`src/sv/ppm_pkg.sv`:
```
`timescale 1ns / 1ps

package ppm_pkg;

	localparam int MAX_VERT = 4;
	localparam int IDX_W    = $clog2(MAX_VERT);
	localparam int CNT_W    = $clog2(MAX_VERT + 1);
	localparam int QDEPTH   = 2;
	localparam int QPTR_W   = $clog2(QDEPTH);
	localparam int CFG_IDX_W = 3;

	localparam int ACC_W  = 72;
	localparam int MA_W   = 36;
	localparam int MB_W   = 34;
	localparam int PROD_W = MA_W + MB_W;
	localparam int QP_W   = 34;

	localparam logic [1:0] ST_MESH = 2'd0;
	localparam logic [1:0] ST_WIND = 2'd1;
	localparam logic [1:0] ST_OVF  = 2'd2;

	localparam logic [CFG_IDX_W-1:0] REG_HEIGHT = 3'd0;
	localparam logic [CFG_IDX_W-1:0] REG_SX     = 3'd1;
	localparam logic [CFG_IDX_W-1:0] REG_SY     = 3'd2;
	localparam logic [CFG_IDX_W-1:0] REG_SZ     = 3'd3;
	localparam logic [CFG_IDX_W-1:0] REG_RW     = 3'd4;
	localparam logic [CFG_IDX_W-1:0] REG_RX     = 3'd5;
	localparam logic [CFG_IDX_W-1:0] REG_RY     = 3'd6;
	localparam logic [CFG_IDX_W-1:0] REG_RZ     = 3'd7;

	localparam logic [1:0] DST_NONE = 2'd0;
	localparam logic [1:0] DST_QP   = 2'd1;
	localparam logic [1:0] DST_POS  = 2'd2;
	localparam logic [1:0] DST_NRM  = 2'd3;

	typedef struct packed {
		logic signed [31:0] vertex_x;
		logic signed [31:0] vertex_y;
		logic               last_vertex;
	} vertex_t;

	typedef struct packed {
		logic signed [31:0] pos_x;
		logic signed [31:0] pos_y;
		logic signed [31:0] pos_z;
		logic signed [63:0] norm_x;
		logic signed [63:0] norm_y;
		logic signed [63:0] norm_z;
		logic [1:0]         status;
		logic               last_result;
	} result_t;

	typedef struct packed {
		logic signed [31:0] prism_height;
		logic signed [31:0] shift_x;
		logic signed [31:0] shift_y;
		logic signed [31:0] shift_z;
		logic signed [31:0] rot_w;
		logic signed [31:0] rot_x;
		logic signed [31:0] rot_y;
		logic signed [31:0] rot_z;
	} cfg_t;

	typedef struct packed {
		logic [CNT_W-1:0]             n;
		logic                         ovf;
		logic [MAX_VERT-1:0][31:0]    xs;
		logic [MAX_VERT-1:0][31:0]    ys;
	} job_t;

	typedef struct packed {
		logic full;
		logic empty;
	} q_stat_t;

endpackage

```
`src/sv/ppm_queue.sv`:
```
`timescale 1ns / 1ps

module ppm_queue import ppm_pkg::*; (
	input  logic    clk,
	input  logic    arst_n,
	input  logic    push,
	input  job_t    wdata,
	input  logic    pop,
	output job_t    rdata,
	output q_stat_t qstat
);

	job_t              mem_q [QDEPTH];
	logic [QPTR_W-1:0] wr_q;
	logic [QPTR_W-1:0] rd_q;
	logic [QPTR_W:0]   cnt_q;

	assign qstat.full  = cnt_q == (QPTR_W+1)'(QDEPTH);
	assign qstat.empty = cnt_q == '0;
	assign rdata       = mem_q[rd_q];

	always_ff @(posedge clk) begin
		if (push) mem_q[wr_q] <= wdata;
	end

	always_ff @(posedge clk or negedge arst_n) begin
		if (!arst_n) begin
			wr_q  <= '0;
			rd_q  <= '0;
			cnt_q <= '0;
		end else begin
			if (push) wr_q <= (wr_q == QPTR_W'(QDEPTH-1)) ? '0 : wr_q + QPTR_W'(1);
			if (pop)  rd_q <= (rd_q == QPTR_W'(QDEPTH-1)) ? '0 : rd_q + QPTR_W'(1);
			if (push && !pop)      cnt_q <= cnt_q + (QPTR_W+1)'(1);
			else if (pop && !push) cnt_q <= cnt_q - (QPTR_W+1)'(1);
		end
	end

endmodule

```
`config.mk`:
```
export PLATFORM = sky130hd
export DESIGN_NAME = ppm_queue
export DESIGN_NICKNAME = d
export VERILOG_FILES = /design/src/sv/ppm_pkg.sv /design/src/sv/ppm_queue.sv
export SDC_FILE = /design/constraint.sdc
export NUM_CORES = 1
export LEC_CHECK = 0
export BUFFER_PORTS_ARGS = -buffer_cell sky130_fd_sc_hd__buf_2
export CAP_MARGIN = 25
export CORE_AREA = 2 2 204 206
export DETAILED_ROUTE_END_ITERATION = 12
export DIE_AREA = 0 0 206 208
export PLACE_DENSITY = 0.77
export SLEW_MARGIN = 20
export SYNTH_ARGS = -nofsm -noshare
export SYNTH_HDL_FRONTEND = slang
export SYNTH_SLANG_ARGS = --single-unit
```
`constraint.sdc`:
```
create_clock -name clk -period 22.3 [get_ports clk]
set_clock_uncertainty 0.2 [all_clocks]
set_input_delay 1.115 -clock clk [delete_from_list [all_inputs] [get_ports clk]]
set_output_delay 1.115 -clock clk [all_outputs]
set_load 0.005 [all_outputs]
```
==> impl_summary.txt <==
----------------------------------------------------
[Worst setup path]
  Arrival @ worst endpoint ... slightly above 3 ns
  Beginning of the worst register-to-register path ... wr_q$_DFFE_PN0P_
  Critical path's most frequent cell ... buf_16
  Worst-path cell chain ... buf_16, buf_4, buf_16, mux2_2, buf_2
  Count of buffer and inverter cells on the critical path ... 4
  Cell class contributing the biggest share of worst-path delay ... buffers and inverters
  Worst Reg2Reg Path Length in Cells ... 3
  Type of destination of the critical path ... output pin
  Reg-to-reg endpoint ... mem_q[1][172]$_DFFE_PP_
  Slowest-stage cell, CP ... dfrtp_4
  Class of the most critical setup path ... reg -> out
  Sort of element at the start of the critical path ... flip-flop
  Delay of the slowest critical-path stage ... 0.80 ns
  WP data required ... around 21 ns
  Register-to-Register Setup Slack ... 18.83 ns
  CP max FO ... 38

[Routing]
  Post-route ant nets ... 0
  Drt wl/cell ... between 20 and 25 um
  Final wirelength ... ~40000 um
  Post-DR vias/cell ... 4.96
  Vias after detailed routing ... just under 10000
  Number of violations reported at the end of detailed-routing iteration 0 ... ~410
  Number of iterations in the first detailed-routing pass ... 4
  Total DRC errors in the routed layout ... 0

[GRT]
  Via count of the first global-routing pass ... roughly 10000
  Tot GR Track Use ... 18.0%
  Largest net degree at the start of global routing ... between 100 and 150
  Global-route wire length before repair ... 58200 um
  Number of antenna violations at the first check in global routing ... 9
  Total global routing overflow ... 0

[Power]
  Internal power ... between 2000 and 2500 uW
  Relative contribution of combinational cells to total power ... between 20 and 30%
  Clock share of power ... a little over a quarter
  Reported net switching power ... 825 uW
  Worst ir drop on vdd ... between 0.08 and 0.09 mV
  Pwr/cell area ... around 130 nW/um2
  Sw frac ... about a quarter
  Power share of the sequential group ... roughly 44%
  Leakage ... 0.00979 uW

[Synthesis]
  Post-synthesis mux area share ... between 10% and 20%
  Cell area after technology mapping ... 19700 um2
  Cell with the most instances after synthesis ... edfxtp_1
  Post-synthesis area per instance ... 23.9 um2
  Unique masters post-synth ... 13
  Syn nets ... 1090
  Dominant combinational cell family by area after synthesis ... multiplexers
  Adder and majority cell fraction of the synthesized area ... less than 1%
  Post-synth top area share ... 79.2%
  Post-synthesis async set-or-reset flop share ... less than 1%
  Most common library cells after synthesis ... 520 x edfxtp_1, 190 x mux2_4, 70 x mux2_2
  Seq/Total Area, Yosys ... roughly four fifths
  Post-synthesis compound-gate area fraction ... 0%
  Number of instances in the synthesized netlist ... between 800 and 900
  Leading cell types by total area after synthesis ... edfxtp_1 79%, mux2_4 14%, mux2_2 4.0%
  Count of flip-flops with a built-in enable after synthesis ... 520
  Top flip-flop cell by instance count after synthesis ... edfxtp_1
  Post-synthesis register bit count ... about 520
  Share of synthesized cell area in and, or, nand and nor gates ... less than 1%
  Area leader, netlist ... edfxtp_1
  Yosys Warn Count ... 0
  Post-synthesis xor/xnor area fraction ... less than 1%

[Floorplan]
  Height of the die ... between 200 and 250 um
  Area of the placeable core ... ~41000 um2
  Die width ... ~200 um
  Starting density of the core ... approximately half
  Overall die area ... 42800 um2
  Total number of placement rows ... between 70 and 80
  Number of top-level pins ... around 530

[STA]
  Crit path setup slack, layout ... 17.94 ns
  Fin crit share ... approximately a fifth
  Aggregate negative setup slack ... 0 ns
  Number of hold violations in the final report ... 0
  Highest achievable clock rate ... 0.229 GHz
  Least-Margin Pin Slew ... 1.10 ns
  Number of slew-limit violations in the final report ... 0
  Setup repair after global routing missed its margin ... false
  Final critical-path required period ... 4.36 ns
  Slew margin rel. ... 26.6%
  Setup violation total in the final timing report ... 0

[Finish]
  Utilization after layout ... a little over 60%
  Share of layout cells above drive strength 1 ... between 60% and 70%
  Area added between synthesis and finish ... 24.7%
  # nets final ... 1651
  Summed area of non-filler cells in the final layout ... about 25000 um2
  Count of filler cells inserted in the layout ... a little under 3000

[Clocking]
  Number of levels in the clock H-tree ... 2
  Cts hold-fix bufs ... 0
  TritonCTS clock tree ... done
  Quantity of gates resized following cts ... 0
  Clock root buffer ... clkbuf_16
  Clock Tree Buf Depth ... 3
  Num CTS Buffers ... 51
  Post CTS Setup Buffer Count ... 0
  CTS clk-pin slew, worst paths ... 0.06 ns
  Number of sinks on the clock net ... roughly 520
  Clk_lat worst skew ... 0.56 ns

[Placed design]
  Total of buffers placed on input and output ports ... 525
  Post-Place Cell Area ... roughly 23000 um2
  Placement Setup Slack ... ~18 ns
  Half-perimeter wire length after placement ... about 28000 um
  Final estimated routing congestion in global placement ... a little under 0.8

[Status]
  Outcome ... finished, final reports clean

[Worst hold path]
  Path class of the lowest-slack min-delay path ... in -> async

[Job]
  Number of max-cap violations ... 0

----------------------------------------------------
power by group through the flow:
stage / sequential, uW / clock (uW) / combinational [uW]
CTS: 1370 / 866 / 908
global placement: 1390 / 0 / 878
detailed placement: 1390 / 0 / 903
global route: 1380 / 902 / 961
floorplan: 1430 / 0 / 594
finish: 1370 / 845 / 902
worst reg2reg max path: stages (launching register included):
cell and delay [ns]:
dfrtp_1 0.43, and2_4 0.64, buf_4 0.79, buf_4 0.96
placed cells by master, fill, tap and decap left out, drive strengths merged:
cell type  netlist  layout
nor2             2       2
clkinvlp         0       1
dfrtp            4       4
edfxtp         520     520
and2             1       1
buf             29     537
bufinv           0       6
inv              1       2
diode            0       8
nor2b            2       2
xnor2            1       1
ha               1       1
clkbuf           0      62
xor2             4       4
clkinv           0      22
mux2           260     260
flip-flops by register name (all words and copies together) (netlist names):
register and cells:
cnt_q 2, mem_q 520, rd_q 1, wr_q 1
worst max-delay path by stage:
stage	startpoint	cells after the start	slack, ns	to
2_1_floorplan	push	1	8.88	mem_q[0][0]$_DFFE_PP_
3_3_place_gp	push	5	17.83	mem_q[0][140]$_DFFE_PP_
3_5_place_dp	push	5	17.81	mem_q[0][170]$_DFFE_PP_
4_1_cts	rd_q$_DFFE_PN0P_	4	17.74	rdata[239]
5_1_grt	rd_q$_DFFE_PN0P_	5	17.80	rdata[239]
6_report	rd_q$_DFFE_PN0P_	5	17.94	rdata[239]
cell families after synthesis:
logic type               count (synthesis)
adder cells (fa/ha/maj)                  1
multiplexers                           260
XOR/XNOR                                 5
flip-flops                             524
buffers and inverters                   30
AND/OR/NAND/NOR                          5
metrics by stage:
stage | hold WS, ns | instances | total power [uW]
finish | 0.141 | 1965 | 3110
global route | 0.110 | 1965 | 3250
CTS | 0.0982 | 1955 | 3140
detailed placement | 0.291 | 1863 | 2290
global placement | 0.275 | 1862 | 2270
floorplan | 0.255 | 825 | 2030
layout make-up:
class	count	area (um2)	share of cell area [%]
repair buffers	537	2790	11.3
flip-flops and latches	524	15700	63.9
multi-input cells	271	3730	15.2
well taps	532	666	2.71
diodes	8	20.0	0.0814
inverters	1	3.75	0.0153
clock buffers	62	1360	5.53
clock inverters	30	302	1.23
metal layers:
metal  vias to the layer above  share of wire [%]  track usage, %
li1                       4437                  -               -
met1                      4842                 35            19.6
met2                       390                 53            32.2
met3                        75                8.2            5.34
met4                         2                3.2            8.03
met5                         -              0.022               0
No activity file was read; power rests on OpenSTA's default activity.
