**config.mk**
```make
export PLATFORM = sky130hd
export DESIGN_NAME = ppm_front
export DESIGN_NICKNAME = d
export VERILOG_FILES = /design/src/sv/ppm_pkg.sv /design/src/sv/ppm_front.sv
export SDC_FILE = /design/constraint.sdc
export NUM_CORES = 1
export LEC_CHECK = 0
export BUFFER_PORTS_ARGS = -buffer_cell sky130_fd_sc_hd__buf_2
export CAP_MARGIN = 40
export CELL_PAD_IN_SITES_DETAIL_PLACEMENT = 1
export CELL_PAD_IN_SITES_GLOBAL_PLACEMENT = 2
export CORE_MARGIN = 3
export CORE_UTILIZATION = 37
export CTS_CLUSTER_SIZE = 28
export DETAILED_ROUTE_END_ITERATION = 12
export PLACE_DENSITY_LB_ADDON = 0.1
export SLEW_MARGIN = 20
export SYNTH_ARGS = -nofsm -noshare
export SYNTH_HDL_FRONTEND = slang
export SYNTH_SLANG_ARGS = --single-unit
```
**constraint.sdc**
```tcl
create_clock -name clk -period 5.7 [get_ports clk]
set_input_delay 1.425 -clock clk [delete_from_list [all_inputs] [get_ports clk]]
set_output_delay 1.425 -clock clk [all_outputs]
set_load 0.01 [all_outputs]
```
**src/sv/ppm_pkg.sv**
```systemverilog
`timescale 1ns / 1ps

package ppm_pkg;

	localparam int MAX_VERT = 4;
	localparam int IDX_W    = $clog2(MAX_VERT);
	localparam int CNT_W    = $clog2(MAX_VERT + 1);
	localparam int QDEPTH   = 2;
	localparam int QPTR_W   = $clog2(QDEPTH);
	localparam int CFG_IDX_W = 3;

	localparam int ACC_W  = 72;
	localparam int MA_W   = 36;
	localparam int MB_W   = 34;
	localparam int PROD_W = MA_W + MB_W;
	localparam int QP_W   = 34;

	localparam logic [1:0] ST_MESH = 2'd0;
	localparam logic [1:0] ST_WIND = 2'd1;
	localparam logic [1:0] ST_OVF  = 2'd2;

	localparam logic [CFG_IDX_W-1:0] REG_HEIGHT = 3'd0;
	localparam logic [CFG_IDX_W-1:0] REG_SX     = 3'd1;
	localparam logic [CFG_IDX_W-1:0] REG_SY     = 3'd2;
	localparam logic [CFG_IDX_W-1:0] REG_SZ     = 3'd3;
	localparam logic [CFG_IDX_W-1:0] REG_RW     = 3'd4;
	localparam logic [CFG_IDX_W-1:0] REG_RX     = 3'd5;
	localparam logic [CFG_IDX_W-1:0] REG_RY     = 3'd6;
	localparam logic [CFG_IDX_W-1:0] REG_RZ     = 3'd7;

	localparam logic [1:0] DST_NONE = 2'd0;
	localparam logic [1:0] DST_QP   = 2'd1;
	localparam logic [1:0] DST_POS  = 2'd2;
	localparam logic [1:0] DST_NRM  = 2'd3;

	typedef struct packed {
		logic signed [31:0] vertex_x;
		logic signed [31:0] vertex_y;
		logic               last_vertex;
	} vertex_t;

	typedef struct packed {
		logic signed [31:0] pos_x;
		logic signed [31:0] pos_y;
		logic signed [31:0] pos_z;
		logic signed [63:0] norm_x;
		logic signed [63:0] norm_y;
		logic signed [63:0] norm_z;
		logic [1:0]         status;
		logic               last_result;
	} result_t;

	typedef struct packed {
		logic signed [31:0] prism_height;
		logic signed [31:0] shift_x;
		logic signed [31:0] shift_y;
		logic signed [31:0] shift_z;
		logic signed [31:0] rot_w;
		logic signed [31:0] rot_x;
		logic signed [31:0] rot_y;
		logic signed [31:0] rot_z;
	} cfg_t;

	typedef struct packed {
		logic [CNT_W-1:0]             n;
		logic                         ovf;
		logic [MAX_VERT-1:0][31:0]    xs;
		logic [MAX_VERT-1:0][31:0]    ys;
	} job_t;

	typedef struct packed {
		logic full;
		logic empty;
	} q_stat_t;

endpackage

```
**src/sv/ppm_front.sv**
```systemverilog
`timescale 1ns / 1ps

module ppm_front import ppm_pkg::*; (
	input  logic    clk,
	input  logic    arst_n,
	input  logic    start,
	output logic    busy,
	input  vertex_t req,
	input  q_stat_t qstat,
	output logic    push,
	output job_t    job
);

	logic [31:0]      store_x_q [MAX_VERT];
	logic [31:0]      store_y_q [MAX_VERT];
	logic [CNT_W-1:0] cnt_q;
	logic             ovf_q;
	logic             acc;
	logic             room;

	assign busy = qstat.full;
	assign acc  = start & ~busy;
	assign room = cnt_q < CNT_W'(MAX_VERT);
	assign push = acc & req.last_vertex;

	always_ff @(posedge clk) begin
		if (acc && room) begin
			store_x_q[cnt_q[IDX_W-1:0]] <= req.vertex_x;
			store_y_q[cnt_q[IDX_W-1:0]] <= req.vertex_y;
		end
	end

	always_ff @(posedge clk or negedge arst_n) begin
		if (!arst_n) begin
			cnt_q <= '0;
			ovf_q <= 1'b0;
		end else if (acc) begin
			if (req.last_vertex) begin
				cnt_q <= '0;
				ovf_q <= 1'b0;
			end else if (room) begin
				cnt_q <= cnt_q + CNT_W'(1);
			end else begin
				ovf_q <= 1'b1;
			end
		end
	end

	always_comb begin
		job.n   = room ? cnt_q + CNT_W'(1) : cnt_q;
		job.ovf = ovf_q | ~room;
		for (int k = 0; k < MAX_VERT; k++) begin
			if (room && cnt_q[IDX_W-1:0] == IDX_W'(k)) begin
				job.xs[k] = req.vertex_x;
				job.ys[k] = req.vertex_y;
			end else begin
				job.xs[k] = store_x_q[k];
				job.ys[k] = store_y_q[k];
			end
		end
	end

endmodule

```
==> results.md, run 1 <==
* Synth cell count leaders: edfxtp_1 (256), mux2_2 (148), mux2_4 (98)
* Tmin final at 4.321 ns
* Detailed placement HPWL at a little under 20 mm
* # clock sinks at 260
* Asr flop ratio synth at about 1.5%
* Combinational family with the most area after synthesis: multiplexers
* DR vias at approximately 6,600
* Post-CTS Resized at 0
* Drt drc at 0
* Synth top area share at roughly two thirds
* Synth Flop Type: edfxtp_1
* RSZ-0062 raised after global routing: false
* Footprint of the multi-input gates at about 3500 sq um
* R2R depth at 4
* Gp weighted congestion at about 0.8
* Fin crit share at between 70% and 80%
* Final setup viols at 0
* Initial DRT Pass Iterations at 4
* Worst Hold Class: reg2reg
* Outcome: completed
* Synth Instances at ~580
* Final Cell Area at 14,480 sq um
* Number of I/O port buffers at 330
* CP endpoint: job[31]
* Area post-placement at between 10,000 and 15,000 sq um
* R2R Setup Slk at about 3.5 ns
* Crit Path Class: reg2out
* VDD IR-drop max at around 0.22 mV
* Synth-to-Final Area Change at 25.60%
* Post-CTS Setup Inserts at 0
* CP top delay family: buffers and inverters
* Layout fillers at 2,974
* GRT Total Usage at 17.95%
* Critical path depth at 7
* Buf/Inv on CP at 4
* Cell with the most instances after synthesis: edfxtp_1
* # H-tree levels at 1
* Drt wl/cell at between 20 and 25 microns
* Simple-gate share of the synthesized area at less than 1%
* Synth Net Count at 653
* Critical Path Max Stage Delay at a little over 0.5 ns
* Mean Syn Cell Area at between 15 and 20 sq um
* Clock Path Buffers at 3
* Sequential area share after synthesis at 67.57%
* Reg2reg start: cnt_q[0]$_DFFE_PN0P_
* Die Height at around 180 microns
* Mux cell area share after synthesis at between 20 and 30%
* Synth warn at 0
* Clock skew at 0.009493 ns
* Initial DRC Count at approximately 380
* Pwr per Cell Area at between 300 and 400 nW/um^2
* Full die area at around 33,000 sq um
* Mapped Area at ~12,000 sq um
* Compound-gate portion of the synthesized area at 0.2823%
* Vias per cell at 4.945
* Main area contributors after synthesis: edfxtp_1 (67%), mux2_2 (14%), mux2_4 (13%)
* Slew Limit Headroom at about 55%
* Initial antenna violation count at 2
* I/O pin count at roughly 330
* Rows at between 60 and 70
* Peak Freq at approximately 230 MHz
* Post-CTS Hold Buffers at 0
* CP Capture Type: output pin
* Final max-slew violation count at 0
* Final ANT Viol Nets at 0
* Placeable Area at between 30,000 and 40,000 sq um
* Largest net degree at the start of global routing at 65
* Sequential cell area at ~7800 sq um
* Cell Chain, Critical Path: inv_1 -> ha_1 -> nand2_4 -> buf_12 -> buf_4 -> mux2_2 -> buf_2
* Die Wd at between 150 and 200 microns
* Number of global-route vias before repair at 7,076
* Layout cells sized above 1 at between 60% and 70%
* First-pass GRT wire length at about 46 mm
* CTS Buf Count at 29
* Crit-path max FO at 21
* Initial Utilization at between 30% and 40%
* EDFF count, synth at 256
* Fin Setup TNS at 0 ns
* Total grt overflow at 0
* Critical path origin: cnt_q[0]$_DFFE_PN0P_
* Netlist cell types at 25
* Req. time, crit path at between 4 and 5 ns
* Synthesis-stage register bit count at between 200 and 300
* Max Cap Viol at 0
* Final wirelength at around 31 mm
* Clock latency on the worst-skew pair at around 0.53 ns
* Layout Nets at around 1,000
* Adder-Cell Fraction of Synth Area at 0.6514%
* Hold_sp: ovf_q$_DFFE_PN0P_
* Final Hold Viols at 0
* Static leakage at roughly 5.8 nW
* Xor and xnor fraction of the mapped netlist area at less than 1%
* Synth area leader: edfxtp_1
* Worst slew pin tran at 0.6663 ns
* R2R Path End: store_y_q[3][6]$_DFFE_PP_
* Root buffer cell: clkbuf_16
* Slowest CP cell: dfrtp_1
* CTS tree: done
* Clock transition at path regs at 0.06 ns
* Startpoint types: flop
* Critical path arrival at just under 3 ns
-- how the worst min path moves through the flow --
stage | endpoint | slack, ns | depth (start not counted)
2_1_floorplan | ovf_q$_DFFE_PN0P_ | 0.45 | 2
3_5_place_dp | ovf_q$_DFFE_PN0P_ | 0.49 | 2
3_3_place_gp | ovf_q$_DFFE_PN0P_ | 0.47 | 2
6_report | ovf_q$_DFFE_PN0P_ | 0.49 | 2
5_1_grt | ovf_q$_DFFE_PN0P_ | 0.55 | 2
4_1_cts | ovf_q$_DFFE_PN0P_ | 0.50 | 2
-- worst min-delay path: stages (launching register included) --
cell and delay (ns):
dfrtp_1 0.33, a21oi_1 0.04, nor2_1 0.08
-- power breakdown --
group | switching (W) | internal (W)
sequential | 0.0000343 | 0.00223
clock | 0.000703 | 0.000964
combinational | 0.000905 | 0.000802
total | 0.00164 | 0.00399
-- state kept, by name, summed over array words and instances, names as in the netlist --
register   cells
store_y_q    128
cnt_q          3
store_x_q    128
ovf_q          1
-- stage by stage --
step,hold slack (ns),instances,util (%),setup slack [ns],power [W]
after global routing,0.5538,1333,47.95,1.222,0.005902
after floorplan,0.4545,577,-,0.9286,0.003403
after detailed placement,0.4886,1282,45.12,1.747,0.004038
final,0.4915,1333,47.95,1.379,0.005635
after global placement,0.4713,1279,44.83,1.786,0.004014
after CTS,0.5018,1331,47.87,1.161,0.005724
-- metal layers --
| metal | up-vias | global-route usage, % | routed length [microns] |
|---|---|---|---|
| met4 | 2 | 3.077 | 392 |
| met5 | - | 0 | 7 |
| li1 | 2972 | - | - |
| met3 | 31 | 5.402 | 2697 |
| met1 | 3344 | 22.42 | 12810 |
| met2 | 243 | 31.26 | 15400 |
-- area by class of cell --
class,count,share of cell area (%)
well taps,390,3.371
clock inverters,13,0.5532
inverters,3,0.1124
flip-flops and latches,260,53.80
clock buffers,36,5.195
multi-input cells,286,24.42
diodes,1,0.01729
repair buffers,344,12.53
-- cells by family (layout without fill, tap and decap cells) --
kind of cell,count (synthesis),in the layout
multiplexers,257,257
other,0,1
XOR/XNOR,1,1
adder cells (fa/ha/maj),6,6
buffers and inverters,31,396
AO/OA/AOI/OAI,5,5
AND/OR/NAND/NOR,17,17
flip-flops,260,260
-- placed cells by master, fill, tap and decap left out, drive strengths merged, types with 2 or more instances in the layout --
master | synthesis | final
mux2 | 257 | 257
nand2 | 4 | 4
and3 | 2 | 2
nor2 | 5 | 5
buf | 28 | 344
ha | 6 | 6
or2 | 2 | 2
inv | 3 | 3
clkinv | 0 | 12
dfrtp | 4 | 4
a21oi | 2 | 2
edfxtp | 256 | 256
clkbuf | 0 | 36
(Power assumes the default switching activity.)
==> run 2, diff against run 1 <==
- ABC_AREA: not set -> 1
- CORE_UTILIZATION: 37 -> 30
- clock period: 5.7 -> 3.49 ns (I/O delays scaled with it)
==> run 2 against run 1 <==
Die area is 18% higher. Core utilization shrank 8.7 points. Wire length up 9.0%. Via count is 23% higher. Combinational power grew 32%. Cell area down 2.4%. Clock skew increased by 0.0042 ns. Largest power group unchanged.
==> results.md, run 2 <==
* Outcome: completed
* Drt wl/cell at 19.44 microns (-17%)
* DP Worst Slack at 0.6716 ns (-1.075 ns)
* Psw at 0.002778 W (+69%)
* VDD IR-drop max at 0.3507 mV (+57%)
* Largest net degree at the start of global routing at 67 (+3.1%)
* GRT Total Usage at 16.70% (-1.3 points)
* Post-CTS Setup Inserts at 0 (unchanged)
* Slew Limit Headroom at 61.20% (+5.7 points)
* Layout cells sized above 1 at 31.07% (-36 points)
* Pwr per Cell Area at 639.1 nW/um^2 (+64%)
* Startpoint types: flop
* Initial antenna violation count at 4 (+2)
* Worst Hold Class: in2async
* Main area contributors after synthesis: edfxtp_1 (69%), nand2_1 (9.4%), o21ai_0 (7.2%)
* Synth top area share at 69.22% (+2.5 points)
* R2R Setup Slk at 1.14 ns (-2.33 ns)
* EDFF count, synth at 256 (unchanged)
* Worst slew pin tran at 0.5805 ns (-0.08581 ns)
* Final wirelength at 34.14 mm (+9.0%)
* Critical path arrival at 2.37 ns (-0.53 ns)
* Share of power burned in registers at 40.3% (+0.2 points)
* CTS tree: done
* R2R Path End: store_x_q[0][25]$_DFFE_PP_
* Max Cap Viol at 0 (unchanged)
* Synth area leader: edfxtp_1
* Most common cell after layout, fill and taps aside: buf_2
* Vias per cell at 4.601 (-7.0%)
* Final max-slew violation count at 0 (unchanged)
* Crit-path max FO at 34 (+62%)
* Cell with the most instances after synthesis: nand2_1
* Area post-placement at 13,120 sq um (-3.7%)
* Full die area at 39,360 sq um (+18%)
* Static leakage at 6.000 nW (+3.1%)
* Part of the power in combinational logic at 25.1% (-5.2 points)
* R2R depth at 6 (+2)
* Clk network pwr share at 34.7% (+5.1 points)
* Final ANT Viol Nets at 0 (unchanged)
* Final worst slack at 0.2502 ns (-1.129 ns)
* Mean Syn Cell Area at 11.80 sq um (-41%)
* # clock sinks at 260 (unchanged)
* Die Height at 198.4 microns (+8.7%)
* DR vias at 8,079 (+23%)
* Number of I/O port buffers at 330 (unchanged)
* Clock latency on the worst-skew pair at 0.54 ns (about the same)
* Layout Nets at 1,347 (+35%)
* Tmin final at around 3.2 ns
* I/O pin count at 332 (unchanged)
* Rows at 69 (+9.5%)
* Clock Path Buffers at 3 (unchanged)
* Initial Utilization at 30.85% (-7.3 points)
* Drt drc at 0 (unchanged)
* Fin crit share at between 90% and 100%
* # H-tree levels at 1 (unchanged)
* Synth Flop Type: edfxtp_1
* Synth cell count leaders: nand2_1 (277), edfxtp_1 (256), o21ai_0 (159)
* Final Hold Viols at 0 (unchanged)
* Synth Instances at 941 (+63%)
* Synth Net Count at 1,017 (+56%)
* Gp weighted congestion at 0.7485 (-4.4%)
* Internal Power at 0.006250 W (+57%)
* Asr flop ratio synth at 1.538% (unchanged)
* Synthesis-stage register bit count at 260 (unchanged)
* Synth warn at 0 (unchanged)
* Detailed placement HPWL at 22.97 mm (+16%)
* First-pass GRT wire length at 50.51 mm (+10%)
* Root buffer cell: clkbuf_16
* Most frequent cells in the layout: buf_2 (330), nand2_1 (277), edfxtp_1 (256), o21ai_0 (159), o21ai_1 (97)
* Fin Setup TNS at 0 ns (unchanged)
* Total grt overflow at 0 (unchanged)
* Netlist cell types at 17 (-32%)
* Reg2reg start: cnt_q[0]$_DFFE_PN0P_
* Final Cell Area at 14,130 sq um (-2.4%)
* Placeable Area at 36,000 sq um (+19%)
* Peak Freq at approximately 310 MHz
* Sw Share at 30.77% (+1.6 points)
* Sequential area share after synthesis at 70.12% (+2.6 points)
* CP Capture Type: output pin
* Die Wd at 198.4 microns (+8.7%)
* Initial DRC Count at 420 (+11%)
* Req. time, crit path at 2.62 ns (-1.66 ns)
* Initial DRT Pass Iterations at 5 (+1)
* Number of global-route vias before repair at 8,339 (+18%)
* Final setup viols at 0 (unchanged)
* Crit Path Class: reg2out
* Clock skew at 0.01371 ns (+0.004222 ns)
* Clock transition at path regs at 0.06 ns (about the same)
* CTS Buf Count at 31 (+6.9%)
* Core Util, Final at 39.24% (-8.7 points)
* Post-CTS Hold Buffers at 0 (unchanged)
* Mapped Area at 11,110 sq um (-3.6%)
* Synth-to-Final Area Change at 27.20%
* RSZ-0062 raised after global routing: false
-- run 2: cell types whose count changed after synthesis, moves of 68 or more --
cell,previous run,this run
nand2_1,0,277
o21ai_0,1,159
mux2_2,148,0
mux2_4,98,0
o21ai_1,0,97
inv_1,2,70
-- run 2: cell families after synthesis --
logic type	share of synthesized area, %
and+or+nand+nor	10.16
DFF	70.12
AOI/OAI and AO/OA	11.54
buffers and inverters	7.503
adders and majority gates	0.6760
-- run 2: worst max path at each step --
| stage | to | startpoint | depth (start not counted) |
|---|---|---|---|
| floorplan | store_x_q[1][0]$_DFFE_PP_ | qstat[1] | 3 |
| global placement | job[135] | cnt_q[0]$_DFFE_PN0P_ | 7 |
| detailed placement | job[135] | cnt_q[0]$_DFFE_PN0P_ | 7 |
| CTS | job[135] | cnt_q[0]$_DFFE_PN0P_ | 7 |
| global route | job[190] | cnt_q[1]$_DFFE_PN0P_ | 7 |
| finish | job[190] | cnt_q[1]$_DFFE_PN0P_ | 7 |
-- run 2: timing repair --
item	in CTS	in global routing
hold endpoints to repair	0	0
resized for setup	0	2
setup endpoints to repair	0	35
-- run 2: metal layers --
metal / track usage [%] / up-vias / routed length (microns)
met5: 0 / - / 27
met4: 4.037 / 4 / 758
met3: 4.980 / 48 / 2416
met2: 27.96 / 204 / 16270
met1: 21.38 / 3897 / 14670
li1: - / 3926 / -
-- run 2: layout make-up --
class | instances | area (sq um)
Fill cell | 4020 | 21870
Sequential cell | 260 | 7787
Multi-Input combinational cell | 553 | 2536
Timing Repair Buffer | 354 | 1969
Clock buffer | 37 | 798.3
Tap cell | 461 | 576.8
Inverter | 71 | 269.0
Clock inverter | 19 | 186.4
Antenna cell | 1 | 2.502
-- run 2: stage by stage --
step | hold slack (ns) | cells | total power (W)
after detailed placement | 0.4602 | 1699 | 0.006022
after global placement | 0.4531 | 1699 | 0.006007
after CTS | 0.09308 | 1755 | 0.009195
after global routing | 0.1035 | 1756 | 0.009531
final | 0.1218 | 1756 | 0.009028
after floorplan | 0.4336 | 941 | 0.005034
-- run 2: power by group through the flow --
stage	logic [W]	registers (W)	clock network, W
floorplan	0.00133	0.00371	0
global placement	0.00231	0.00370	0
detailed placement	0.00232	0.00370	0
CTS	0.00233	0.00364	0.00323
global route	0.00253	0.00365	0.00336
finish	0.00226	0.00364	0.00313
-- run 2: worst max-delay path, stage by stage, from the launching register on --
cell and delay [ns]:
dfrtp_1 0.45, inv_1 0.11, ha_1 0.22, nand2_4 0.36, buf_4 0.29, nand2_1 0.06
o21ai_0 0.11, buf_2 0.18
